==> config.mk <==
export PLATFORM = sky130hd
export DESIGN_NAME = fws_fifo
export DESIGN_NICKNAME = d
export VERILOG_FILES = /design/src/hdl/fws_pkg.sv /design/src/hdl/fws_fifo.sv
export SDC_FILE = /design/constraint.sdc
export NUM_CORES = 1
export LEC_CHECK = 0
export BUFFER_PORTS_ARGS = -buffer_cell sky130_fd_sc_hd__buf_2
export CAP_MARGIN = 40
export CORE_MARGIN = 5
export CORE_UTILIZATION = 37
export CTS_CLUSTER_SIZE = 20
export DETAILED_ROUTE_END_ITERATION = 10
export HOLD_SLACK_MARGIN = 0.08
export SYNTH_ARGS = -nofsm -noshare
export SYNTH_HDL_FRONTEND = slang
export SYNTH_SLANG_ARGS = --single-unit
export TNS_END_PERCENT = 20
==> constraint.sdc <==
create_clock -name clk -period 6.1 [get_ports clk]
set_clock_uncertainty 0.15 [all_clocks]
set_input_delay 0.61 -clock clk [delete_from_list [all_inputs] [get_ports clk]]
set_output_delay 0.61 -clock clk [all_outputs]
set_load 0.02 [all_outputs]
==> src/hdl/fws_pkg.sv <==
// Shared types, register map and command codes of the forward warp splat block.
package fws_pkg;

	localparam int FWS_MAX_COLS    = 1024;
	localparam int FWS_MAX_ROWS    = 1024;
	localparam int FWS_FRAC_BITS   = 4;
	localparam int FWS_QUEUE_DEPTH = 4;

	// configuration port
	localparam int PADDR_W = 4;
	localparam logic [1:0] REG_OUT_COLS = 2'd0;
	localparam logic [1:0] REG_OUT_ROWS = 2'd1;
	localparam logic [1:0] REG_MARGIN   = 2'd2;

	localparam logic [10:0] OUT_COLS_RST = 11'd1024;
	localparam logic [10:0] OUT_ROWS_RST = 11'd1024;
	localparam logic [8:0]  MARGIN_RST   = 9'd200;

	// input action codes
	localparam logic [1:0] ACT_SPLAT = 2'd0;
	localparam logic [1:0] ACT_READ  = 2'd1;
	localparam logic [1:0] ACT_CLEAR = 2'd2;

	// classified command codes carried from front to back
	localparam logic [1:0] OP_SPLAT = 2'd0;
	localparam logic [1:0] OP_READ  = 2'd1;
	localparam logic [1:0] OP_MISS  = 2'd2;
	localparam logic [1:0] OP_CLEAR = 2'd3;

	typedef struct packed {
		logic [1:0]         action;
		logic [9:0]         src_col;
		logic signed [15:0] warp_x;
		logic signed [15:0] warp_y;
		logic [23:0]        pixel_in;
		logic [9:0]         addr_x;
		logic [9:0]         addr_y;
	} fws_item_t;

	typedef struct packed {
		logic [23:0] pixel_out;
		logic        addr_ok;
	} fws_result_t;

	typedef struct packed {
		logic [10:0] out_cols;
		logic [10:0] out_rows;
		logic [8:0]  margin;
	} fws_cfg_t;

	typedef struct packed {
		logic [1:0]  op;
		logic        left_en;
		logic [23:0] pixel;
	} fws_cmd_t;

endpackage

==> src/hdl/fws_fifo.sv <==
// Short command queue between the front and the back of the splat block.
module fws_fifo #(
	parameter int W     = 8,
	parameter int DEPTH = fws_pkg::FWS_QUEUE_DEPTH
) (
	input  logic         clk,
	input  logic         arst_n,
	input  logic         push,
	output logic         full,
	input  logic [W-1:0] wdata,
	input  logic         pop,
	output logic         empty,
	output logic [W-1:0] rdata
);
	localparam int PW = (DEPTH > 1) ? $clog2(DEPTH) : 1;
	localparam logic [PW-1:0] LAST = PW'(DEPTH - 1);
	localparam logic [PW:0]   CAP  = (PW + 1)'(DEPTH);

	logic [W-1:0]  store_q [DEPTH];
	logic [PW-1:0] wr_ptr_q;
	logic [PW-1:0] rd_ptr_q;
	logic [PW:0]   count_q;
	logic          do_push;
	logic          do_pop;

	assign full    = (count_q == CAP);
	assign empty   = (count_q == '0);
	assign do_push = push && !full;
	assign do_pop  = pop && !empty;
	assign rdata   = store_q[rd_ptr_q];

	// hold entries
	always_ff @(posedge clk) begin
		if (do_push) begin
			store_q[wr_ptr_q] <= wdata;
		end
	end

	// advance pointers and count
	always_ff @(posedge clk or negedge arst_n) begin
		if (!arst_n) begin
			wr_ptr_q <= '0;
			rd_ptr_q <= '0;
			count_q  <= '0;
		end else begin
			if (do_push) begin
				wr_ptr_q <= (wr_ptr_q == LAST) ? '0 : wr_ptr_q + 1'b1;
			end
			if (do_pop) begin
				rd_ptr_q <= (rd_ptr_q == LAST) ? '0 : rd_ptr_q + 1'b1;
			end
			if (do_push && !do_pop) begin
				count_q <= count_q + 1'b1;
			end else if (do_pop && !do_push) begin
				count_q <= count_q - 1'b1;
			end
		end
	end

endmodule

# --- Word-level counts from Yosys, hierarchy flattened ---
# Memory sizes are Yosys's and may differ from the RTL's.
# Cells that the tools add are included.
word_totals:
  output_inout_bits: 10
  mem_count: 1
  input_bits: 12
  ff_bits: 7
  mem_bits_rw: 32
mem_list:
  columns: ["memory", "depth", "word_bits", "rd", "rd_clocked_by_memory_dff", "wr", "line_no", "text"]
  rows:
  - ["store_q", 4, 8, 1, 0, 1, "fws_fifo.sv:19", "logic [W-1:0] store_q [DEPTH];"]
op_classes:
  mux: 6
  n_addsub: 4
  reduce_logical: 10
  n_eq_ne: 3
ops:
  columns: ["operator", "n"]
  rows:
  - ["2-to-1 mux 3 bit", 2]
  - ["adder 2 x 1 -> 2 bit (second input constant)", 2]
  - ["== test 2 bit (second input constant)", 2]
  - ["logical AND 1 bit", 4]
  - ["zero test 1 bit", 4]
  - ["2-to-1 mux 2 bit", 2]
  - ["adder 3 x 1 -> 3 bit (second input constant)", 1]
  - ["== test 3 bit (second input constant)", 1]
  - ["zero test 3 bit", 1]
  - ["subtractor 3 x 1 -> 3 bit (second input constant)", 1]
  - ["2-to-1 mux 1 bit", 2]
  - ["nonzero test 2 bit", 1]

# --- Logic depth before layout (Yosys ltp) ---
# Gate-level depths: netlist of run 1.
logic_depth:
  ltp_word: 7
  depth_mapped: 9

# --- Least setup slack after synthesis of run 1 ---
# Ideal clock, no wire load.
synth_timing:
  kind: "flip-flop to flip-flop"
  startpoint: "register count_q[0]"
  endpoint: "register count_q[2]"
  arrival_ns: 2.234
  n_path_buf: 0
  setup_time_ns: 0.079
  period_less_slack_ns: 2.463
  setup_slack_ns: 3.637
  required_time_ns: 5.871
  path_stages_with_launch: 9
  cell_sequence: "dfrtp_1 -> nor3_1 -> nand2b_4 -> ha_1 -> inv_1 -> fa_1 -> xor2_1 -> nor2_1 -> xor2_1"
synth_via:
  elab_chain_cells: 6
  word_cells_on_any_way: 15
  classes_between: "add/sub (2); eq/ne (1); mux (2); reduce/logical (10)"
synth_lines:
  columns: ["item", "line_no", "text"]
  rows:
  - ["start, declared", "fws_fifo.sv:22", "logic [PW:0] count_q;"]
  - ["start signal, assigned", "fws_fifo.sv:53", "count_q <= count_q + 1'b1;"]
  - ["start signal, assigned", "fws_fifo.sv:55", "count_q <= count_q - 1'b1;"]
  - ["zero test 3 bit *", "fws_fifo.sv:27", "assign empty = (count_q == '0);"]
  - ["net empty", "fws_fifo.sv:12", "output logic empty,"]
  - ["zero test 1 bit *", "fws_fifo.sv:29", "assign do_pop = pop && !empty;"]
  - ["logical AND 1 bit *", "fws_fifo.sv:29", null]
  - ["zero test 1 bit", "fws_fifo.sv:52", "if (do_push && !do_pop) begin"]
  - ["logical AND 1 bit", "fws_fifo.sv:52", null]
  - ["2-to-1 mux 3 bit or nonzero test 2 bit (tied branches)", null, null]
# The timed path passes the listed nets; every way through them passes the cells marked *. The select of a mux whose other input is x is not followed.
# A chain may end at the register's enable or synchronous reset.

# --- Worst setup path after layout of run 1 ---
layout_timing:
  startpoint: "register rd_ptr_q[0]"
  endpoint: "output port rdata[5]"
layout_via:
  elab_chain_cells: 1
layout_lines:
  columns: ["item", "line_no", "text"]
  rows:
  - ["start, declared", "fws_fifo.sv:21", "logic [PW-1:0] rd_ptr_q;"]
  - ["start signal, assigned", "fws_fifo.sv:50", "rd_ptr_q <= (rd_ptr_q == LAST) ? '0 : rd_ptr_q + 1'b1;"]
  - ["memory (4 x 8 bit)", null, null]
  - ["end, declared", "fws_fifo.sv:13", "output logic [W-1:0] rdata"]
# Every way passes these cells.

==> results of run 1 <==
critical path, stage by stage, from the launching register on:
cell,delay [ps]
dfrtp_1,710
mux4_2,580
buf_2,170
sequential cells by signal, summed over array words and instances, names as in the netlist:
name      count
rd_ptr_q      2
store_q      32
count_q       3
wr_ptr_q      2
how the worst max path moves through the flow:
| stage | startpoint | endpoint | slack, ps | cells after the start |
|---|---|---|---|---|
| after global placement | push | count_q[2] | 3810 | 8 |
| after floorplan | count_q[0] | count_q[2] | 3640 | 8 |
| final | rd_ptr_q[0] | rdata[5] | 3600 | 2 |
| after detailed placement | push | count_q[2] | 3770 | 8 |
| after CTS | rd_ptr_q[0] | rdata[1] | 3520 | 2 |
| after global routing | rd_ptr_q[0] | rdata[5] | 3450 | 2 |
per-layer routing:
metal,up-vias,global-route usage,part of all wire
li1,350,-,-
met3,7,0.04137,0.055
met5,-,0,0
met1,374,0.1003,0.38
met4,0,0.06294,0.032
met2,17,0.1601,0.53
logic make-up (layout without fill, tap and decap cells):
group | Yosys count | after routing | share of synthesized area
flip-flops | 39 | 39 | 0.7012
AND/OR/NAND/NOR | 11 | 11 | 0.05405
multiplexers | 13 | 13 | 0.1506
XOR/XNOR | 3 | 3 | 0.01622
adder cells (fa/ha/maj) | 7 | 7 | 0.05869
buffers and inverters | 6 | 33 | 0.01930
power by group:
group | switching (mW) | internal, mW
sequential | 0.0645 | 0.361
combinational | 0.147 | 0.155
clock | 0.0819 | 0.120
total | 0.293 | 0.635
area by class of cell:
| cell class | instances | share of cell area |
|---|---|---|
| Tap cell | 52 | 0.03446 |
| Clock buffer | 5 | 0.03645 |
| Timing Repair Buffer | 22 | 0.06097 |
| Clock inverter | 3 | 0.02054 |
| Sequential cell | 39 | 0.6017 |
| Multi-Input combinational cell | 34 | 0.2399 |
| Inverter | 3 | 0.005964 |
synth_stat cells (all sizes together) (2+ instances only):
library cell  count
inv               3
mux2              5
ha                6
buf               3
edfxtp           32
dfrtp             7
mux4              8
nor2              3
and2              4
xor2              2
through the flow:
step | cells | worst slack (ps) | total power [mW] | cell area [sq um] | util
floorplan | 79 | 3637 | 0.6566 | 1620 | -
global placement | 149 | 3814 | 0.7291 | 1770 | 0.4123
detailed placement | 149 | 3771 | 0.7452 | 1770 | 0.4123
CTS | 158 | 3521 | 0.9480 | 1888 | 0.4397
global route | 158 | 3449 | 0.9921 | 1888 | 0.4397
finish | 158 | 3596 | 0.9281 | 1888 | 0.4397
timing repair:
item                       in CTS  in global routing
setup endpoints to repair       0                  0
hold buffers                    1                  0
hold endpoints to repair        7                  0
setup buffers                   0                  0
==> results.toml, run 1 <==
[placement]
finalWeightedCongestion = 0.6102
hpwl_microns = 1808
numPortBuffers = 21

[synthesis]
yosys.area.top_type = "edfxtp_1"
async_reset_ff_frac = 0.1795
synth_top_area_frac = 0.5931
netlist_top_cells_area = "edfxtp_1, mux4_2, dfrtp_1"
yosysSeqAreaShare = 0.7012
ys_types = 19
synth_nets = 98
synthCells = 79
synth_edf_count = 32
ys_seq_elements = 39
avgSynthCellArea_sq_um = 20.51
ys_warn_count = 0
synth_ff_type = "edfxtp_1"
synthesis.area_sq_um = 1620

[sta]
slew_violations = 0
finalCritPeriodShare = 0.4106
fmax_ghz = 0.3993
rsz0062_at_grt = "false"
setup_viol = 0
fin_tns_setup_ps = 0
slew_headroom = 0.6140
layout_min_cycle_time_ps = 2504
worst_pin_slew_ps = 579.0
finalHoldViolCount = 0
holdWs_ps = 345.9

[clock_network]
cts_max_level = 2
clk_pin_slew_ps = 70
clock_latency_ps = 280
cts_num_sinks = 39
cts-resized-gates = 0
cts_buffers = 5
cts_tree = "yes"
clockBufferDepth = 2
root_buffer = "clkbuf_8"

[drt]
wire_per_inst_microns = 15.68
drt_wl_total_microns = 2477
vias = 748
ant_nets = 0
avgViaCountPerCell = 4.734
first_iter_violations = 37
drc_errors = 0
dr.pass1.iters = 4

[die]
dieArea_sq_um = 5803
die_x_microns = 76.18
die_h_microns = 76.18
coreArea_sq_um = 4294
io_pins = 22
initial_utilization = 0.3773
num_rows = 24

[worst_hold_path]
hold_path_depth = 1
min_from = "count_q[2]"
hold_path_end = "count_q[2]"
hold_path.class = "flop to flop"

[critical_path]
crit_required_ps = 5340
cp-start-kind = "flop"
worst_r2r_endpoint = "count_q[2]"
worstSetupEndpointType = "output pin"
rr_worst_depth = 8
r2r-start = "count_q[2]"
critical_path_class = "flop to output pin"
rrSetupSlack_ps = 3940
critPathMaxFanout = 11
cp_data_arrival_time_ps = 1740

[global_route]
first_global_vias = 861
grt_max_degree = 13
grt_overflow_total = 0
antenna_found_initial = 0
grt_pass1_wl_microns = 4174
track_usage = 0.09719

[final_layout]
drive_above_1_share = 0.4528
diodes = 0
final_cell_mix = "edfxtp_1, buf_2, mux4_2"
num-nets-final = 124
fill_cells = 377
multi_input_area_sq_um = 452.9
area_growth_pct = 16.53
mostFrequentLayoutCell = "edfxtp_1"
seq_area_sq_um = 1136

[pwr]
power_density_nw_per_um2 = 491.6
leakagePower_nw = 0.7133
ir_drop_v = 0.0001518

[outcome]
status = "finished clean"

[run]
maxCapViolCount = 0
Note: power is estimated with default switching activity, not from simulation.
==> run 2, diff against run 1 <==
==> constraint.sdc (replaced) <==
create_clock -name clk -period 2.3 [get_ports clk]
set_clock_uncertainty 0.15 [all_clocks]
set_input_delay 0.23 -clock clk [delete_from_list [all_inputs] [get_ports clk]]
set_output_delay 0.23 -clock clk [all_outputs]
set_load 0.02 [all_outputs]
==> run 2 against run 1 <==
Clock-buffer cell count rose by 1. Routed wire length rose by 7.8%. Critical path type is now flop to flop. Sequential cell count did not move. Largest cell class unchanged. Sequential power rose to 2.7 times the previous value. Register-to-register slack got worse by 3800 ps. Global-route usage rose by 0.068 points.
==> results.toml, run 2 (synthesis results as in run 1) <==
[outcome]
status = "finished clean"

[final_layout]
reg.largest.list = "store_q (32), count_q (3)"
top_register = "store_q"
fill_cells = 378
num-nets-final = 133
diodes = 0
final_cell_mix = "edfxtp_1, buf_2, dlygate4sd3_1"
largest_reg_flops = 32
drive_above_1_share = 0.4435
area_growth_pct = 20.77
final_core_util = 0.4557
mostFrequentLayoutCell = "edfxtp_1"

[drt]
drc_errors = 0
vias = 791
dr.pass1.iters = 4
wire_per_inst_microns = 15.99
first_iter_violations = 41
drt_wl_total_microns = 2670
avgViaCountPerCell = 4.737
ant_nets = 0

[pwr]
leakagePower_nw = 0.7376
power_density_nw_per_um2 = 1231
finalPower_mw = 2.409
ir_drop_v = 0.0002732

[clock_network]
cts_buffers = 5
clockBufferDepth = 2
cts_max_level = 2
cts_num_sinks = 39
root_buffer = "clkbuf_8"
postCtsSetupBuffers = 0
clock_latency_ps = 280
cts_tree = "yes"
clk_pin_slew_ps = 70

[sta]
setup_viol = 0
finalCritPeriodShare = 0.9254
finalHoldViolCount = 0
slew_violations = 0
slew_headroom = 0.7018
worst_pin_slew_ps = 447.2
layout_min_cycle_time_ps = 2128
fin_tns_setup_ps = 0
fmax_ghz = 0.4698
rsz0062_at_grt = "false"

[global_route]
grt_max_degree = 13
antenna_found_initial = 0
grt_overflow_total = 0
first_global_vias = 872
grt_pass1_wl_microns = 4305
track_usage = 0.09787

[worst_hold_path]
hold_path.class = "input pin to async pin"

[critical_path]
crit_required_ps = 2350
cp_slowest_cell = "dfrtp_2"
crit_chain = "nor3_2 > nand2b_4 > ha_1 > inv_1 > fa_1 > xor2_1 > nor2_1 > xor2_1"
critical_path_class = "flop to flop"
slowest_delay_ps = 470
worstSetupEndpointType = "flop"
path_common_cell = "xor2_1"
rrSetupSlack_ps = 170
critPathMaxFanout = 4
cp_data_arrival_time_ps = 2180
cp-start-kind = "flop"

[run]
maxCapViolCount = 0

[placement]
hpwl_microns = 1880
finalWeightedCongestion = 0.6840
numPortBuffers = 21

[die]
num_rows = 24
initial_utilization = 0.3773
coreArea_sq_um = 4294
dieArea_sq_um = 5803
io_pins = 22
die_x_microns = 76.18
die_h_microns = 76.18
## run 2: changes by cell type in the layout (fill, tap and decap cells not counted)
cell / delta
buf_4: +1
bufinv_16: -1
clkbuf_1: +1
dfrtp_1: -2
dfrtp_2: +2
dlygate4sd3_1: +8
nor3_1: -1
nor3_2: +1
## run 2: worst max-delay path: cells and delay by family (launching register included)
kind / cells / cell delay, ps
DFF: 1 / 470
and+or+nand+nor: 3 / 490
adders and majority gates: 2 / 570
buffers and inverters: 1 / 70
xor gates and xnor gates: 2 / 310
## run 2: report_power, final
part | switching, mW | internal, mW
Sequential | 0.180 | 0.960
Combinational | 0.411 | 0.435
Clock | 0.215 | 0.208
## run 2: cell type report
class                           instances  area, sq um  area share
Tap cell                               52        65.06     0.03325
Inverter                                3        11.26    0.005754
Clock buffer                            6        72.57     0.03708
Clock inverter                          2        8.758    0.004476
Multi-Input combinational cell         34        457.9      0.2340
Timing Repair Buffer                   31        202.7      0.1036
Sequential cell                        39         1139      0.5818
## run 2: through the flow
step	std cells	cell area, sq um	setup slack, ps	hold slack (ps)
5_1_grt	167	1957	15.11	161.1
6_report	167	1957	171.6	158.5
3_3_place_gp	150	1783	288.8	-77.76
2_1_floorplan	79	1625	66.25	-215.6
3_5_place_dp	150	1783	138.8	-75.86
4_1_cts	167	1954	73.64	155.1
## run 2: repair_timing
item	CTS	global route
endpoints found under the setup margin	0	5
hold endpoints to repair	39	0
gates resized for setup	0	2
hold buffers	9	0
## run 2: metal layers
layer	global-route usage	vias to the layer above	share of wire
met5	0	-	0
met4	0.03147	0	0.0067
met3	0.03783	3	0.042
met2	0.1755	14	0.57
met1	0.1047	403	0.38
li1	-	371	-
## run 2: path summary, 6_finish.rpt
| check | endpoint | depth (start not counted) | startpoint |
|---|---|---|---|
| max | count_q[2] | 8 | count_q[0] |
| min | rd_ptr_q[1] | 2 | arst_n |
| max reg2reg | count_q[2] | 8 | count_q[0] |
| min reg2reg | count_q[2] | 1 | count_q[2] |
| max in group asynchronous | rd_ptr_q[0] | 2 | arst_n |
| min in group clk | rd_ptr_q[1] | 3 | pop |
