===== config.mk =====
export PLATFORM = sky130hd
export DESIGN_NAME = fws_front
export DESIGN_NICKNAME = d
export VERILOG_FILES = /design/src/hdl/fws_pkg.sv /design/src/hdl/fws_front.sv
export SDC_FILE = /design/constraint.sdc
export NUM_CORES = 1
export LEC_CHECK = 0
export BUFFER_PORTS_ARGS = -buffer_cell sky130_fd_sc_hd__buf_2
export CELL_PAD_IN_SITES_DETAIL_PLACEMENT = 0
export CELL_PAD_IN_SITES_GLOBAL_PLACEMENT = 1
export CORE_MARGIN = 8
export CORE_UTILIZATION = 44
export CTS_BUF_LIST = sky130_fd_sc_hd__clkbuf_4 sky130_fd_sc_hd__clkbuf_8 sky130_fd_sc_hd__clkbuf_16
export CTS_CLUSTER_DIAMETER = 120
export CTS_CLUSTER_SIZE = 10
export DETAILED_ROUTE_END_ITERATION = 10
export HOLD_SLACK_MARGIN = 0.12
export MAX_ROUTING_LAYER = met4
export PLACE_DENSITY_LB_ADDON = 0.1
export SLEW_MARGIN = 25
export SYNTH_ARGS = -nofsm -noshare
export SYNTH_HDL_FRONTEND = slang
export SYNTH_SLANG_ARGS = --single-unit

===== constraint.sdc =====
create_clock -name clk -period 6.6 [get_ports clk]
set_input_delay 0.66 -clock clk [delete_from_list [all_inputs] [get_ports clk]]
set_output_delay 0.66 -clock clk [all_outputs]
set_load 0.02 [all_outputs]

===== src/hdl/fws_pkg.sv =====
// Shared types, register map and command codes of the forward warp splat block.
package fws_pkg;

	localparam int FWS_MAX_COLS    = 1024;
	localparam int FWS_MAX_ROWS    = 1024;
	localparam int FWS_FRAC_BITS   = 4;
	localparam int FWS_QUEUE_DEPTH = 4;

	// configuration port
	localparam int PADDR_W = 4;
	localparam logic [1:0] REG_OUT_COLS = 2'd0;
	localparam logic [1:0] REG_OUT_ROWS = 2'd1;
	localparam logic [1:0] REG_MARGIN   = 2'd2;

	localparam logic [10:0] OUT_COLS_RST = 11'd1024;
	localparam logic [10:0] OUT_ROWS_RST = 11'd1024;
	localparam logic [8:0]  MARGIN_RST   = 9'd200;

	// input action codes
	localparam logic [1:0] ACT_SPLAT = 2'd0;
	localparam logic [1:0] ACT_READ  = 2'd1;
	localparam logic [1:0] ACT_CLEAR = 2'd2;

	// classified command codes carried from front to back
	localparam logic [1:0] OP_SPLAT = 2'd0;
	localparam logic [1:0] OP_READ  = 2'd1;
	localparam logic [1:0] OP_MISS  = 2'd2;
	localparam logic [1:0] OP_CLEAR = 2'd3;

	typedef struct packed {
		logic [1:0]         action;
		logic [9:0]         src_col;
		logic signed [15:0] warp_x;
		logic signed [15:0] warp_y;
		logic [23:0]        pixel_in;
		logic [9:0]         addr_x;
		logic [9:0]         addr_y;
	} fws_item_t;

	typedef struct packed {
		logic [23:0] pixel_out;
		logic        addr_ok;
	} fws_result_t;

	typedef struct packed {
		logic [10:0] out_cols;
		logic [10:0] out_rows;
		logic [8:0]  margin;
	} fws_cfg_t;

	typedef struct packed {
		logic [1:0]  op;
		logic        left_en;
		logic [23:0] pixel;
	} fws_cmd_t;

endpackage


===== src/hdl/fws_front.sv =====
// Front of the splat block: accepts beats, places splat targets and classifies commands.
module fws_front #(
	parameter int MAX_COLS  = fws_pkg::FWS_MAX_COLS,
	parameter int MAX_ROWS  = fws_pkg::FWS_MAX_ROWS,
	parameter int FRAC_BITS = fws_pkg::FWS_FRAC_BITS
) (
	input  logic                                   clk,
	input  logic                                   arst_n,
	input  fws_pkg::fws_cfg_t                      cfg,
	input  logic                                   clearing,
	input  logic                                   push,
	output logic                                   full,
	input  fws_pkg::fws_item_t                     item,
	output logic                                   q_push,
	input  logic                                   q_full,
	output fws_pkg::fws_cmd_t                      q_cmd,
	output logic [$clog2(MAX_COLS*MAX_ROWS)-1:0]   q_addr
);
	import fws_pkg::*;

	localparam int AW   = $clog2(MAX_COLS * MAX_ROWS);
	localparam int CW   = $clog2(MAX_COLS);
	localparam int RW   = $clog2(MAX_ROWS);
	localparam int MAXD = (MAX_COLS > MAX_ROWS) ? MAX_COLS : MAX_ROWS;
	localparam int LW   = $clog2(MAXD + 1);
	localparam int VW   = (((FRAC_BITS + 10) > 16) ? (FRAC_BITS + 10) : 16) + 1;
	localparam int QW   = VW + 1 - FRAC_BITS;
	localparam int KW0  = (QW > LW) ? QW : LW;
	localparam int KW   = (KW0 > 11) ? KW0 : 11;
	localparam int HALF = (1 << FRAC_BITS) >> 1;
	localparam logic [AW-1:0] COL_STRIDE = AW'(MAX_COLS);

	// saturate a configured frame size to [3, mx]
	function automatic logic [KW-1:0] eff_size(input logic [10:0] r, input logic [KW-1:0] mx);
		logic [KW-1:0] rz;
		rz = KW'(r);
		if (rz < KW'(3)) begin
			eff_size = KW'(3);
		end else if (rz > mx) begin
			eff_size = mx;
		end else begin
			eff_size = rz;
		end
	endfunction

	// add margin, round half away from zero, clamp to [1, lim-2]
	function automatic logic [KW-1:0] place(input logic signed [15:0] raw,
			input logic [8:0] mrg, input logic [KW-1:0] lim);
		logic signed [VW-1:0] v;
		logic signed [VW-1:0] moff;
		logic [VW-1:0]        mag;
		logic [VW:0]          rnd;
		logic [KW-1:0]        q;
		logic                 neg;
		moff = signed'(VW'(mrg)) <<< FRAC_BITS;
		v    = VW'(raw) + moff;
		neg  = v[VW-1];
		mag  = neg ? VW'(-v) : VW'(v);
		rnd  = {1'b0, mag} + (VW + 1)'(HALF);
		q    = KW'(rnd >> FRAC_BITS);
		if (neg || q == '0) begin
			place = KW'(1);
		end else if (q > lim - KW'(2)) begin
			place = lim - KW'(2);
		end else begin
			place = q;
		end
	endfunction

	fws_item_t     item_s1;
	logic          valid_s1;
	logic [1:0]    op_s2;
	logic          left_s2;
	logic [23:0]   pix_s2;
	logic [CW-1:0] x_s2;
	logic [RW-1:0] y_s2;
	logic          valid_s2;

	logic          ready_s2;
	logic          take;
	logic [KW-1:0] cols;
	logic [KW-1:0] rows;
	logic          in_frame;
	logic          keep;
	logic [1:0]    op_c;
	logic [KW-1:0] xs;
	logic [KW-1:0] ys;

	assign ready_s2 = !valid_s2 || !q_full;
	assign full     = clearing || (valid_s1 && !ready_s2);
	assign take     = push && !full;

	// classify the held beat and place its target
	assign cols     = eff_size(cfg.out_cols, KW'(MAX_COLS));
	assign rows     = eff_size(cfg.out_rows, KW'(MAX_ROWS));
	assign in_frame = (KW'(item_s1.addr_x) < cols) && (KW'(item_s1.addr_y) < rows);

	always_comb begin
		keep = 1'b0;
		op_c = OP_CLEAR;
		xs   = KW'(item_s1.addr_x);
		ys   = KW'(item_s1.addr_y);
		unique case (item_s1.action)
			ACT_SPLAT: begin
				keep = 1'b1;
				op_c = OP_SPLAT;
				xs   = place(item_s1.warp_x, cfg.margin, cols);
				ys   = place(item_s1.warp_y, cfg.margin, rows);
			end
			ACT_READ: begin
				keep = 1'b1;
				op_c = in_frame ? OP_READ : OP_MISS;
			end
			ACT_CLEAR: begin
				keep = in_frame;
				op_c = OP_CLEAR;
			end
			default: begin
				keep = 1'b0;
			end
		endcase
	end

	// stage valids
	always_ff @(posedge clk or negedge arst_n) begin
		if (!arst_n) begin
			valid_s1 <= 1'b0;
			valid_s2 <= 1'b0;
		end else begin
			if (take) begin
				valid_s1 <= 1'b1;
			end else if (ready_s2) begin
				valid_s1 <= 1'b0;
			end
			if (ready_s2) begin
				valid_s2 <= valid_s1 && keep;
			end
		end
	end

	// stage payloads
	always_ff @(posedge clk) begin
		if (take) begin
			item_s1 <= item;
		end
		if (ready_s2) begin
			op_s2   <= op_c;
			left_s2 <= (item_s1.src_col != '0);
			pix_s2  <= item_s1.pixel_in;
			x_s2    <= CW'(xs);
			y_s2    <= RW'(ys);
		end
	end

	// form the frame address into the queue
	assign q_push        = valid_s2 && !q_full;
	assign q_cmd.op      = op_s2;
	assign q_cmd.left_en = left_s2;
	assign q_cmd.pixel   = pix_s2;
	assign q_addr        = AW'(y_s2) * COL_STRIDE + AW'(x_s2);

endmodule


Word level (Yosys, flattened, before mapping). Cells that the tools add are included.

Bits in registers: 137. Latch bits: 0. RAM bits: 0. Memory bits (read-only): 0. Output and inout bits: 49. Word-level logic and storage cells: 69. Memories kept: 0.

Add/subtract/negate cells: 9. $mul: 0. Divide/modulo/power cells: 0. Order comparisons: 8. Equality and inequality tests: 2. Shift operators: 0. Muxes and demuxes: 17. Bitwise gates (word level): 0. Reductions and logical operators: 19.

Operator list (count): $mux W10 (6); $add A17 B4 Y18 const B (2); $add A16 B14 Y17 (2); $mux W17 (2); $neg A17 Y17 (2); $gt A14 B14 Y1 (2); $logic_not A14 Y1 (2); $lt A10 B14 Y1 (2); $mux W14 (2); $sub A14 B2 Y14 const B (2); $gt A11 B11 Y1 const B (2); $lt A11 B2 Y1 const B (2); $mux W11 (2); $add A20 B10 Y20 (1); $reduce_bool A10 Y1 (1); $logic_and A1 B1 Y1 (5); $logic_not A1 Y1 (4); $logic_or A1 B1 Y1 (4); $pmux W2 S2 (1); $eq A2 B1 Y1 const B (1); $eq A2 B2 Y1 const B (1); $logic_not A2 Y1 (1); $mux W1 (2); $mux W2 (1); 3 further kinds (3).

Longest topological paths before layout. Gate-level depths: netlist of run 1.

Depth after elaboration: 8. Gate-level depth with buffers: 29. Depth with buffers taken out: 26.

Worst setup path after synthesis of run 1. Ideal clock, no wire load.

Path kind: input port to flip-flop. Start: input cfg[0] in the netlist's numbering. End: register y_s2[9], data pin. Setup time: 0.256 ns. Arrival: 5.607 ns. Data required time: 6.344 ns. Slack: 0.736 ns. Stages: 27. Path buffers: 2. Path through: ha_1 > inv_1 > fa_1 > nor2b_1 > o31ai_2 > a211o_1 > and2_1 > buf_2 > nand2_1 > xnor2_1 > ha_1 > nand3_1 > a311oi_1 > xor2_1 > ha_1 > a21o_1 > a21o_1 > a21o_1 > a21oi_1 > nor2b_1 > o21ai_0 > nand2b_1 > a221oi_1 > a41oi_1 > buf_1 > mux2_2 > a22o_1.

Longest elaborated chain between the ends: 8.

RTL lines: start: declaration (line fws_front.sv:9) `input fws_pkg::fws_cfg_t cfg,`; $add A16 B14 Y17 * (line fws_front.sv:56) `v = VW'(raw) + moff;`; $neg A17 Y17 (line fws_front.sv:58) `mag = neg ? VW'(-v) : VW'(v);`; $mux W17 (line fws_front.sv:58); $add A17 B4 Y18 (line fws_front.sv:59) `rnd = {1'b0, mag} + (VW + 1)'(HALF);`; $gt A14 B14 Y1 / $logic_not A14 Y1 (equally long branches) (line fws_front.sv:63, fws_front.sv:61); $mux W10 / $logic_or A1 B1 Y1 (equally long branches) (line fws_front.sv:63, fws_front.sv:61); $mux W10 * (line fws_front.sv:61) `if (neg || q == '0) begin`; $mux W10 * (line fws_front.sv:103) `unique case (item_s1.action)`; via ys[9] (line fws_front.sv:87) `logic [KW-1:0] ys;`; end signal: assignment (line fws_front.sv:151) `y_s2 <= RW'(ys);`; end: declaration (line fws_front.sv:76) `logic [RW-1:0] y_s2;`.

Mark *: on every way through the listed nets, which the timed path passes. The rest lies on a longest branch. A chain may end at the register's enable or synchronous reset.

Worst setup path after layout of run 1.
Start: register item_s1[48] in the netlist's numbering. End: register y_s2[9], data pin.

Longest elaborated chain between the ends: 8.

RTL lines: start: declaration (line fws_front.sv:70) `fws_item_t item_s1;`; start signal: assignment (line fws_front.sv:144) `item_s1 <= item;`; $add A16 B14 Y17 * (line fws_front.sv:56); $neg A17 Y17 (line fws_front.sv:58); $mux W17 (line fws_front.sv:58); $add A17 B4 Y18 (line fws_front.sv:59); $gt A14 B14 Y1 / $logic_not A14 Y1 (equally long branches) (line fws_front.sv:63, fws_front.sv:61); $mux W10 / $logic_or A1 B1 Y1 (equally long branches) (line fws_front.sv:63, fws_front.sv:61); $mux W10 * (line fws_front.sv:61); $mux W10 * (line fws_front.sv:103); via ys[9] (line fws_front.sv:87).

Marked as above.

==> results of run 1 <==
## cells in the mapped netlist (6+ instances only)
cell	instances
sky130_fd_sc_hd__a211o_1	7
sky130_fd_sc_hd__a211oi_1	8
sky130_fd_sc_hd__a21o_1	13
sky130_fd_sc_hd__a21oi_1	44
sky130_fd_sc_hd__a22o_1	10
sky130_fd_sc_hd__and2_1	6
sky130_fd_sc_hd__clkbuf_1	14
sky130_fd_sc_hd__edfxtp_1	135
sky130_fd_sc_hd__ha_1	68
sky130_fd_sc_hd__inv_1	36
sky130_fd_sc_hd__mux2i_1	15
sky130_fd_sc_hd__nand2_1	53
sky130_fd_sc_hd__nand2b_1	17
sky130_fd_sc_hd__nand3_1	14
sky130_fd_sc_hd__nand4_1	12
sky130_fd_sc_hd__nor2_1	56
sky130_fd_sc_hd__nor2b_1	14
sky130_fd_sc_hd__nor3_1	17
sky130_fd_sc_hd__nor4_1	12
sky130_fd_sc_hd__o211ai_1	9
sky130_fd_sc_hd__o21a_1	16
sky130_fd_sc_hd__o21ai_0	39
sky130_fd_sc_hd__o31ai_1	6
sky130_fd_sc_hd__or4_1	6
sky130_fd_sc_hd__xnor2_1	35
sky130_fd_sc_hd__xor2_1	21
## final cells by class
cell class,count,area (sq um),area share [%]
Clock inverter,15,118.9,1.123
Multi-Input combinational cell,610,4488,42.41
Inverter,36,135.1,1.277
Timing Repair Buffer,185,973.4,9.199
Tap cell,265,331.6,3.133
Clock buffer,17,425.4,4.020
Sequential cell,137,4104,38.78
Antenna cell,2,5.005,0.04730
## registers in the layout (all words and copies together), names as in the netlist
name	flops
valid_s2	1
op_s2	2
item_s1	88
x_s2	10
y_s2	10
valid_s1	1
pix_s2	24
left_s2	1
## kinds of logic (layout without fill, tap and decap cells)
| kind of cell | count (synthesis) | after routing |
|---|---|---|
| AOI/OAI and AO/OA | 210 | 210 |
| xor gates and xnor gates | 61 | 61 |
| adders and majority gates | 71 | 71 |
| buffers and inverters | 57 | 253 |
| DFF | 137 | 137 |
| muxes | 18 | 18 |
| other | 2 | 10 |
| and+or+nand+nor | 242 | 242 |
## how the worst min path moves through the flow
stage / start / to / depth (start not counted)
2_1_floorplan: arst_n / valid_s1$_DFFE_PN0P_ / 0
3_3_place_gp: item_s1[27]$_DFFE_PP_ / pix_s2[7]$_DFFE_PP_ / 0
3_5_place_dp: item_s1[33]$_DFFE_PP_ / pix_s2[13]$_DFFE_PP_ / 0
4_1_cts: item[48] / item_s1[48]$_DFFE_PP_ / 1
5_1_grt: item[79] / item_s1[79]$_DFFE_PP_ / 1
6_report: item[79] / item_s1[79]$_DFFE_PP_ / 1
## per-layer routing
layer	wire length, um	vias to the layer above
met5	0	-
met4	239	0
met3	724	16
met2	11140	127
met1	10340	3126
li1	-	3423
## through the flow
stage	worst slack [ns]	utilization (%)	cell area (sq um)	hold WS, ns
after global routing	0.2103	54.18	10580	0.3870
after detailed placement	0.3831	51.33	10020	0.4045
after global placement	0.4340	51.33	10020	0.4002
after floorplan	0.7362	-	8823	0.3644
after CTS	0.7367	54.17	10580	0.3954
final	0.7344	54.19	10580	0.4160
## worst max-delay path: stages (launching register included)
cell	delay (ns)
sky130_fd_sc_hd__edfxtp_1	0.39
sky130_fd_sc_hd__ha_1	0.22
sky130_fd_sc_hd__inv_1	0.06
sky130_fd_sc_hd__fa_1	0.42
sky130_fd_sc_hd__nor2b_1	0.21
sky130_fd_sc_hd__o31ai_2	0.10
sky130_fd_sc_hd__a211o_1	0.37
sky130_fd_sc_hd__and2_1	0.23
sky130_fd_sc_hd__nand2_1	0.08
sky130_fd_sc_hd__xnor2_1	0.12
sky130_fd_sc_hd__ha_1	0.29
sky130_fd_sc_hd__nand3_1	0.21
sky130_fd_sc_hd__a311oi_1	0.35
sky130_fd_sc_hd__xor2_1	0.27
sky130_fd_sc_hd__ha_1	0.29
sky130_fd_sc_hd__a21o_1	0.16
sky130_fd_sc_hd__a21o_1	0.17
sky130_fd_sc_hd__a21o_1	0.17
sky130_fd_sc_hd__a21oi_1	0.16
sky130_fd_sc_hd__nor2b_1	0.06
sky130_fd_sc_hd__o21ai_0	0.16
sky130_fd_sc_hd__nand2b_1	0.08
sky130_fd_sc_hd__a221oi_1	0.30
sky130_fd_sc_hd__a41oi_1	0.10
sky130_fd_sc_hd__buf_4	0.20
sky130_fd_sc_hd__mux2_2	0.27
sky130_fd_sc_hd__a22o_1	0.19
## power by group through the flow
stage	Combinational (uW)	Sequential [uW]	Clock, uW
floorplan	428	1100	0
global placement	665	1070	0
detailed placement	666	1070	0
CTS	670	1050	914
global route	745	1050	948
finish	665	1050	885
## repair_timing
item	in CTS	in global routing
endpoints found under the hold margin	2	0
hold buffers	1	0
endpoints found under the setup margin	0	0
==> metrics.log, run 1 <==
INFO  metric wirelength = 22440 um
INFO  metric portBuffers = 172
INFO  metric grt.met1_usage = 23.98%
INFO  metric wl_per_cell = 17.71 um
INFO  metric synth.ff_latch_count = 137
INFO  metric drt_iter0_markers = 408
INFO  metric most_frequent_standard_cell_in_the_layout_excluding_fill_and_tap_cells = sky130_fd_sc_hd__buf_2
INFO  metric final_clock_period_utilization_by_the_worst_path = 88.87%
INFO  metric rows = 51
INFO  metric cts.path.max_buffers = 2
INFO  metric instances_no_fill = 1267
INFO  metric r2r-start = item_s1[48]$_DFFE_PP_
INFO  metric finalSetupViolCount = 0
INFO  metric clock_tree.root_cell = sky130_fd_sc_hd__clkbuf_16
INFO  metric die_height = 157.4 um
INFO  metric gr-total-overflow = 0
INFO  metric timing.fmax = 170.5 MHz
INFO  metric timing.reg2reg.setup_slack = 0.73 ns
INFO  metric worst_ir_drop_vdd = 185.9 uV
INFO  metric grt_util_met3 = 3.318%
INFO  metric grt_max_degree = 71
INFO  metric reg2reg_to = y_s2[9]$_DFFE_PP_
INFO  metric path_class = reg2reg
INFO  metric place_hpwl = 17560 um
INFO  metric timing.critical_path.from = item_s1[48]$_DFFE_PP_
INFO  metric synth.distinct_cells = 82
INFO  metric route.vias.total = 6692
INFO  metric gr-usage-met2 = 30.97%
INFO  metric slew_headroom = 39.22%
INFO  metric pre_repair_dr_iteration_count = 4
INFO  metric syn_area = 0.008801 sq mm
INFO  metric pwr_density_cell = 245.5 mW/mm^2
INFO  metric htreeDepth = 4
INFO  metric setup.worst_path.start_class = flip-flop
INFO  metric yosysWarnings = 0
INFO  metric report.final.slew_viol_count = 0
INFO  metric synth_enable_flop_cells = 135
INFO  metric synth.area.top_cells = sky130_fd_sc_hd__edfxtp_1 46%, sky130_fd_sc_hd__ha_1 9.7%, sky130_fd_sc_hd__xnor2_1 3.5%
INFO  metric antenna_violating_nets_post_route = 0
INFO  metric nNetsFinal = 1181
INFO  metric final_layout_size_suffix_gt1_share = 24.50%
INFO  metric cts_tree = yes
INFO  metric global_route.usage.total = 18.94%
INFO  metric cts-buffers-inserted = 17
INFO  metric dominant_combinational_cell_family_by_area_after_synthesis = compound AO/OA/AOI/OAI gates
INFO  metric synth_cells = 798
INFO  metric flow.area_growth_from_synthesis = 20.23%
INFO  metric die-area = 0.02478 sq mm
INFO  metric power.combinational.fraction = 25.6%
INFO  metric synth_compound_gate_area_share = 17.03%
INFO  metric io-pin-count = 173
INFO  metric cts_post_setup_buffers_inserted = 0
INFO  metric drc_errors = 0
INFO  metric pwr-share-clk = 34.1%
INFO  metric hold_viol = 0
INFO  metric layout_common_cells = 172 x sky130_fd_sc_hd__buf_2, 135 x sky130_fd_sc_hd__edfxtp_1, 68 x sky130_fd_sc_hd__ha_1
INFO  metric synth_seq_area_share = 46.63%
INFO  metric n_fill_cell = 1808
INFO  metric cp.required = 6.76 ns
INFO  metric fp.dieW = 157.4 um
INFO  metric grt_pass1_wl = 35730 um
INFO  metric antenna_violations_before_repair = 1
INFO  metric avgViaCountPerCell = 5.282
INFO  metric ys_async_sr_fraction = 1.460%
INFO  metric yosysTopAreaCell = sky130_fd_sc_hd__edfxtp_1
INFO  metric intPower = 1777 uW
INFO  metric power.leakage = 0.004287 uW
INFO  metric worst-endpoint-arrival = 6.03 ns
INFO  metric place_congestion = 0.8874
INFO  metric post_synth_mux_area_share = 2.090%
INFO  metric seqPwrFrac = 40.3%
INFO  metric worst_setup_path_endpoint = y_s2[9]$_DFFE_PP_
INFO  metric timing.max_cap.violations = 0
INFO  metric clock_sink_total = 137
INFO  metric cts-resized-gates = 0
INFO  metric hold_class = in2reg
INFO  metric critical_path.max_fanout = 7
INFO  metric fp.coreArea = 0.01953 sq mm
INFO  metric status = finished clean
INFO  metric clock_latency = 0.42 ns
INFO  metric post_synth.cell_area_avg = 11.03 sq um
INFO  metric yosys_most_used_dff = sky130_fd_sc_hd__edfxtp_1
INFO  metric grt_setup_unrepaired = no
INFO  metric critical_path.endpoint_type = flip-flop
INFO  metric setup-tns-final = 0 ns
INFO  metric max_slew.worst_pin.slew = 0.9117 ns
INFO  metric fraction_of_synthesized_cell_area_in_xor_and_xnor_cells = 6.625%
INFO  metric fraction_of_post_synthesis_cell_area_in_the_top_cell_type_by_area = 46.06%
INFO  metric shortest_period_the_worst_path_allows = 5.866 ns
INFO  metric p_sw = 820.4 uW
INFO  metric skew = 0.01235 ns
INFO  metric timing.reg2reg.worst_path_depth = 26
INFO  metric start_util = 45.07%
INFO  metric netSwitchingFraction = 31.58%
INFO  metric count_of_placed_standard_cells_including_taps = 1232
INFO  metric post_synthesis_share_of_cell_area_spent_on_full_adders_half_adders_and_majority_gates = 10.24%
INFO  metric first_global_vias = 6810
INFO  metric clkTransAtPathRegs = 0.06 ns
INFO  metric design_power_total = 2598 uW
INFO  metric top_usage_layer = met2
INFO  metric yosys.area_share.simple = 14.61%
No activity file was read; power rests on OpenSTA's default activity.
==> run 2, diff against run 1 <==
--- a/config.mk
+++ b/config.mk
@@ -16,7 +16,7 @@
 export DETAILED_ROUTE_END_ITERATION = 10
 export HOLD_SLACK_MARGIN = 0.12
 export MAX_ROUTING_LAYER = met4
-export PLACE_DENSITY_LB_ADDON = 0.1
+export PLACE_DENSITY_LB_ADDON = 0.12
 export SLEW_MARGIN = 25
 export SYNTH_ARGS = -nofsm -noshare
 export SYNTH_HDL_FRONTEND = slang
==> run 2 against run 1 <==
  * Via count rose by 1.2%
  * Register-to-register slack worse by 0.02 ns
  * Critical path depth stayed put
  * Power is 2.4% higher
  * Critical endpoint unchanged
  * Non-clock buffer count shrank 2
  * Final area is essentially flat
  * Sequential cell count is the same
  * Sequential power hardly changed
  * First-iteration DRC count shrank 5.9%
  * Clock skew up 0.0016 ns
==> metrics.log, run 2 (same netlist as run 1, synthesis figures left out) <==
INFO  metric start_util = 45.07%
INFO  metric cts-buffers-inserted = 17
INFO  metric drt_iter0_markers = 384
INFO  metric post-route-worst-setup-slack = 0.7140 ns
INFO  metric max_slew.worst_pin.slew = 0.7444 ns
INFO  metric timing.max_cap.violations = 0
INFO  metric largest_register_ff_count = 88
INFO  metric portBuffers = 172
INFO  metric layout_common_cells = 172 x sky130_fd_sc_hd__buf_2, 135 x sky130_fd_sc_hd__edfxtp_1, 68 x sky130_fd_sc_hd__ha_1
INFO  metric fp.coreArea = 0.01953 sq mm
INFO  metric top_usage_layer = met2
INFO  metric layout.core_utilization = 54.24%
INFO  metric avgViaCountPerCell = 5.359
INFO  metric die-area = 0.02478 sq mm
INFO  metric status = finished clean
INFO  metric critical_path.max_fanout = 12
INFO  metric place_worst_setup_slack = 0.3536 ns
INFO  metric grt_util_met3 = 3.757%
INFO  metric shortest_period_the_worst_path_allows = 5.886 ns
INFO  metric cp.required = 6.78 ns
INFO  metric htreeDepth = 4
INFO  metric final_layout_size_suffix_gt1_share = 24.55%
INFO  metric critical-path-max-stage-delay = 0.43 ns
INFO  metric place_congestion = 0.8641
INFO  metric cts.path.max_buffers = 2
INFO  metric first_global_vias = 6808
INFO  metric most_frequent_standard_cell_in_the_layout_excluding_fill_and_tap_cells = sky130_fd_sc_hd__buf_2
INFO  metric io-pin-count = 173
INFO  metric drc_errors = 0
INFO  metric timing.hold.ws = 0.3960 ns
INFO  metric route.vias.total = 6769
INFO  metric pwr_density_cell = 251.2 mW/mm^2
INFO  metric wirelength = 22340 um
INFO  metric registers.top_by_ff_count = item_s1
INFO  metric power.leakage = 0.004305 uW
INFO  metric cts_tree = yes
INFO  metric setup-tns-final = 0 ns
INFO  metric report.final.slew_viol_count = 0
INFO  metric clock_sink_total = 137
INFO  metric num_antenna_cells = 0
INFO  metric die_height = 157.4 um
INFO  metric grt_pass1_wl = 35160 um
INFO  metric critical-path-slowest-cell = sky130_fd_sc_hd__fa_1
INFO  metric clkTransAtPathRegs = 0.07 ns
INFO  metric critical_path.endpoint_type = flip-flop
INFO  metric grt.met1_usage = 22.91%
INFO  metric worst-endpoint-arrival = 6.07 ns
INFO  metric finalSetupViolCount = 0
INFO  metric slew_headroom = 49.74%
INFO  metric rows = 51
INFO  metric worst_ir_drop_vdd = 200.9 uV
INFO  metric final_clock_period_utilization_by_the_worst_path = 89.18%
INFO  metric skew = 0.01391 ns
INFO  metric path_class = reg2reg
INFO  metric setup.worst_path.start_class = flip-flop
INFO  metric place_hpwl = 17350 um
INFO  metric fp.dieW = 157.4 um
INFO  metric wl_per_cell = 17.69 um
INFO  metric hold_viol = 0
INFO  metric clock_tree.root_cell = sky130_fd_sc_hd__clkbuf_16
INFO  metric pre_repair_dr_iteration_count = 5
INFO  metric gr-usage-met2 = 31.42%
INFO  metric nNetsFinal = 1179
INFO  metric timing.fmax = 169.9 MHz
INFO  metric grt_setup_unrepaired = no
INFO  metric gr-total-overflow = 0
INFO  metric antenna_violating_nets_post_route = 0
INFO  metric grt_max_degree = 79
INFO  metric clock_latency = 0.43 ns
INFO  metric global_route.usage.total = 18.70%
INFO  metric antenna_violations_before_repair = 0
INFO  metric hold_class = in2reg
INFO  metric reg.largest.list = item_s1: 88 flops, pix_s2: 24 flops
INFO  metric flow.area_growth_from_synthesis = 20.34%
run 2: cell count changes in the layout (fill, tap and decap cells not counted), sizes merged:
cell,change
clkinvlp,-3
inv,+3
buf,-2
diode,-2
bufinv,+1
clkinv,-1
run 2: path summary, 6_finish.rpt:
path	slack, ns	depth (start not counted)	end	from
worst max-delay path	0.71	26	y_s2[9]$_DFFE_PP_	item_s1[48]$_DFFE_PP_
worst min-delay path	0.40	1	item_s1[59]$_DFFE_PP_	item[59]
worst max register to register	0.71	26	y_s2[9]$_DFFE_PP_	item_s1[48]$_DFFE_PP_
worst min register to register	0.42	0	pix_s2[7]$_DFFE_PP_	item_s1[27]$_DFFE_PP_
max in group asynchronous	5.93	2	valid_s1$_DFFE_PN0P_	arst_n
min in group asynchronous	0.58	2	valid_s2$_DFFE_PN0P_	arst_n
run 2: cell type report:
| cell class | instances | area [sq um] |
|---|---|---|
| Clock inverter | 15 | 156.4 |
| Timing Repair Buffer | 183 | 949.7 |
| Multi-Input combinational cell | 610 | 4489 |
| Sequential cell | 137 | 4104 |
| Inverter | 36 | 135.1 |
| Clock buffer | 17 | 425.4 |
| Fill cell | 1798 | 8935 |
| Tap cell | 265 | 331.6 |
run 2: metrics by stage:
step / area, sq um / total power, uW / instances
finish: 10590 / 2660 / 1263
global route: 10590 / 2801 / 1263
CTS: 10590 / 2688 / 1263
detailed placement: 9995 / 1722 / 1230
global placement: 9995 / 1721 / 1230
floorplan: 8823 / 1528 / 804
run 2: what timing repair did:
item | CTS | global route
hold buffers | 1 | 0
hold endpoints to repair | 2 | 0
resized for setup | 0 | 1
buffers inserted | 0 | 0
setup endpoints to repair | 0 | 1
run 2: worst max-delay path, delay by kind of cell, from the launching register on:
kind            cells  cell delay [ns]
compound gates     11             2.12
fa+ha+maj           4             1.20
simple gates        6             0.94
flops               1             0.40
xor+xnor            2             0.39
buf+inv             2             0.28
mux                 1             0.28
run 2: per-layer routing:
layer  vias up  part of all wire [%]
met2       145                    50
met5         -                     0
met3        18                   4.0
met1      3186                    45
li1       3420                     -
met4         0                   1.1
run 2: power by group:
part	internal, uW	leakage, uW	switching, uW
clock network	535	0.000288	421
registers	1020	0.00133	21.3
logic	261	0.00268	398
==> run 3, diff against run 2 <==
--- a/config.mk
+++ b/config.mk
@@ -14,9 +14,9 @@
 export CTS_CLUSTER_DIAMETER = 120
 export CTS_CLUSTER_SIZE = 10
 export DETAILED_ROUTE_END_ITERATION = 10
-export HOLD_SLACK_MARGIN = 0.12
+export HOLD_SLACK_MARGIN = 0.1
 export MAX_ROUTING_LAYER = met4
-export PLACE_DENSITY_LB_ADDON = 0.12
+export PLACE_DENSITY = 0.84
 export SLEW_MARGIN = 25
 export SYNTH_ARGS = -nofsm -noshare
 export SYNTH_HDL_FRONTEND = slang
==> run 3 against run 2 <==
  * Clock-buffer cell count unchanged
  * Power up 3.7%
  * Critical endpoint is now y_s2[2]$_DFFE_PP_
  * Register-to-register slack worse by 0.14 ns
  * Clock skew about the same
  * Largest power group unchanged
  * Critical path type unchanged
  * Setup slack worse by 0.14 ns
  * First-iteration DRC count up 27%
  * Wire length up 0.18%
==> metrics.log, run 3 (same netlist as run 1, synthesis figures left out) <==
INFO  metric most_frequent_standard_cell_in_the_layout_excluding_fill_and_tap_cells = sky130_fd_sc_hd__buf_2
INFO  metric drt_iter0_markers = 487
INFO  metric critical_path.max_fanout = 12
INFO  metric max_slew.worst_pin.slew = 0.7548 ns
INFO  metric first_global_vias = 6984
INFO  metric layout_common_cells = 172 x sky130_fd_sc_hd__buf_2, 135 x sky130_fd_sc_hd__edfxtp_1, 68 x sky130_fd_sc_hd__ha_1
INFO  metric final_cell_area = 0.01066 sq mm
INFO  metric grt_setup_unrepaired = no
INFO  metric portBuffers = 172
INFO  metric critical_path.endpoint_type = flip-flop
INFO  metric setup-tns-final = 0 ns
INFO  metric fp.coreArea = 0.01953 sq mm
INFO  metric critical-path-slowest-cell = sky130_fd_sc_hd__fa_1
INFO  metric finalSetupViolCount = 0
INFO  metric report.final.slew_viol_count = 0
INFO  metric cts-buffers-inserted = 17
INFO  metric registers.top_by_ff_count = item_s1
INFO  metric gr-total-overflow = 0
INFO  metric worst_ir_drop_vdd = 182.4 uV
INFO  metric place_congestion = 0.8887
INFO  metric largest_register_ff_count = 88
INFO  metric num_antenna_cells = 0
INFO  metric final_layout_size_suffix_gt1_share = 24.65%
INFO  metric path_class = reg2reg
INFO  metric final_clock_period_utilization_by_the_worst_path = 91.35%
INFO  metric crit_buf_inv = 2
INFO  metric clkTransAtPathRegs = 0.07 ns
INFO  metric cts_tree = yes
INFO  metric antenna_violating_nets_post_route = 0
INFO  metric setup.worst_path.start_class = flip-flop
INFO  metric die_height = 157.4 um
INFO  metric nNetsFinal = 1180
INFO  metric die-area = 0.02478 sq mm
INFO  metric rows = 51
INFO  metric timing.fmax = 165.9 MHz
INFO  metric skew = 0.01344 ns
INFO  metric drc_errors = 0
INFO  metric cts.path.max_buffers = 2
INFO  metric hold_viol = 0
INFO  metric antenna_violations_before_repair = 0
INFO  metric netSwitchingFraction = 30.09%
INFO  metric io-pin-count = 173
INFO  metric flow.area_growth_from_synthesis = 21.08%
INFO  metric clock_sink_total = 137
INFO  metric pwr-share-clk = 38.1%
INFO  metric clock_tree.root_cell = sky130_fd_sc_hd__clkbuf_16
INFO  metric shortest_period_the_worst_path_allows = 6.029 ns
INFO  metric power.leakage = 0.004328 uW
INFO  metric instances_no_fill = 1263
INFO  metric critical-path-max-stage-delay = 0.42 ns
INFO  metric placed_area = 0.01001 sq mm
INFO  metric hold_class = in2reg
INFO  metric avgViaCountPerCell = 5.423
INFO  metric fp.dieW = 157.4 um
INFO  metric intPower = 1929 uW
INFO  metric power.combinational.fraction = 24.0%
INFO  metric wirelength = 22380 um
INFO  metric timing.reg2reg.setup_slack = 0.57 ns
INFO  metric pwr_density_cell = 259.0 mW/mm^2
INFO  metric slew_headroom = 49.68%
INFO  metric worst-endpoint-arrival = 6.21 ns
INFO  metric pre_repair_dr_iteration_count = 5
INFO  metric cp.required = 6.78 ns
INFO  metric clock_latency = 0.42 ns
INFO  metric count_of_placed_standard_cells_including_taps = 1231
INFO  metric htreeDepth = 4
INFO  metric p_sw = 830.3 uW
INFO  metric wl_per_cell = 17.72 um
INFO  metric place_hpwl = 17200 um
INFO  metric design_power_total = 2760 uW
INFO  metric grt_pass1_wl = 35350 um
INFO  metric global_route.usage.total = 18.74%
INFO  metric grt_max_degree = 79
INFO  metric worst_path_dominant_cell_family = compound AO/OA/AOI/OAI gates
INFO  metric seqPwrFrac = 38.0%
INFO  metric start_util = 45.07%
INFO  metric timing.max_cap.violations = 0
INFO  metric reg.largest.list = item_s1: 88 flops, pix_s2: 24 flops
INFO  metric route.vias.total = 6849
INFO  metric status = finished clean
## run 3: metal layers
layer | vias up | GRT usage [%] | part of all wire [%]
met1 | 3226 | 21.91 | 43
li1 | 3416 | - | -
met3 | 31 | 3.537 | 4.3
met4 | 0 | 5.258 | 1.7
met2 | 176 | 32.43 | 51
met5 | - | - | 0
## run 3: final cells by class
| class | count | area, sq um |
|---|---|---|
| multi-input cells | 610 | 4493 |
| repair buffers | 184 | 957.2 |
| fillers | 1737 | 8870 |
| clock buffers | 17 | 425.4 |
| clock inverters | 14 | 210.2 |
| well taps | 265 | 331.6 |
| flip-flops and latches | 137 | 4104 |
| inverters | 36 | 135.1 |
## run 3: metrics by stage
step | hold slack (ns) | setup slack [ns] | util, %
3_5_place_dp | 0.4045 | 0.1958 | 51.24
6_report | 0.4009 | 0.5710 | 54.58
2_1_floorplan | 0.3644 | 0.7362 | -
5_1_grt | 0.3836 | 0.07209 | 54.58
3_3_place_gp | 0.4004 | 0.2338 | 51.22
4_1_cts | 0.3863 | 0.5195 | 54.55
## run 3: worst reg2reg max path, stage by stage, from the launching register on
cell	delay [ns]
sky130_fd_sc_hd__edfxtp_1	0.40
sky130_fd_sc_hd__ha_1	0.23
sky130_fd_sc_hd__inv_1	0.07
sky130_fd_sc_hd__fa_1	0.42
sky130_fd_sc_hd__nor2b_1	0.21
sky130_fd_sc_hd__o31ai_2	0.10
sky130_fd_sc_hd__a211o_1	0.36
sky130_fd_sc_hd__and2_2	0.33
sky130_fd_sc_hd__nand2_1	0.11
sky130_fd_sc_hd__xnor2_1	0.12
sky130_fd_sc_hd__ha_1	0.27
sky130_fd_sc_hd__nand3_1	0.20
sky130_fd_sc_hd__a311oi_1	0.36
sky130_fd_sc_hd__xor2_1	0.28
sky130_fd_sc_hd__ha_1	0.29
sky130_fd_sc_hd__a21o_1	0.16
sky130_fd_sc_hd__a21o_1	0.17
sky130_fd_sc_hd__a21o_1	0.17
sky130_fd_sc_hd__a21oi_1	0.16
sky130_fd_sc_hd__nor2b_1	0.06
sky130_fd_sc_hd__o21ai_0	0.18
sky130_fd_sc_hd__nand2b_1	0.08
sky130_fd_sc_hd__a221oi_1	0.29
sky130_fd_sc_hd__a41oi_1	0.15
sky130_fd_sc_hd__buf_4	0.27
sky130_fd_sc_hd__mux2i_1	0.13
sky130_fd_sc_hd__a22o_1	0.22
## run 3: timing repair
| action | 4_1_cts | 5_1_grt |
|---|---|---|
| endpoints found under the hold margin | 2 | 0 |
| endpoints found under the setup margin | 0 | 5 |
| resized for setup | 0 | 1 |
| hold buffers | 1 | 0 |
| buffers inserted | 0 | 0 |
## run 3: worst paths after layout
check,endpoint,cells past startpoint,start
max,y_s2[2]$_DFFE_PP_,26,item_s1[48]$_DFFE_PP_
min,item_s1[0]$_DFFE_PP_,1,item[0]
max reg2reg,y_s2[2]$_DFFE_PP_,26,item_s1[48]$_DFFE_PP_
min reg2reg,pix_s2[16]$_DFFE_PP_,0,item_s1[36]$_DFFE_PP_
max in group asynchronous,valid_s1$_DFFE_PN0P_,2,arst_n
min in group asynchronous,valid_s2$_DFFE_PN0P_,2,arst_n
## run 3: power by group through the flow
stage	clock (uW)	combinational, uW	sequential [uW]
2_1_floorplan	0	428	1100
3_3_place_gp	0	650	1070
3_5_place_dp	0	657	1070
4_1_cts	1070	663	1050
5_1_grt	1100	736	1050
6_report	1050	661	1050
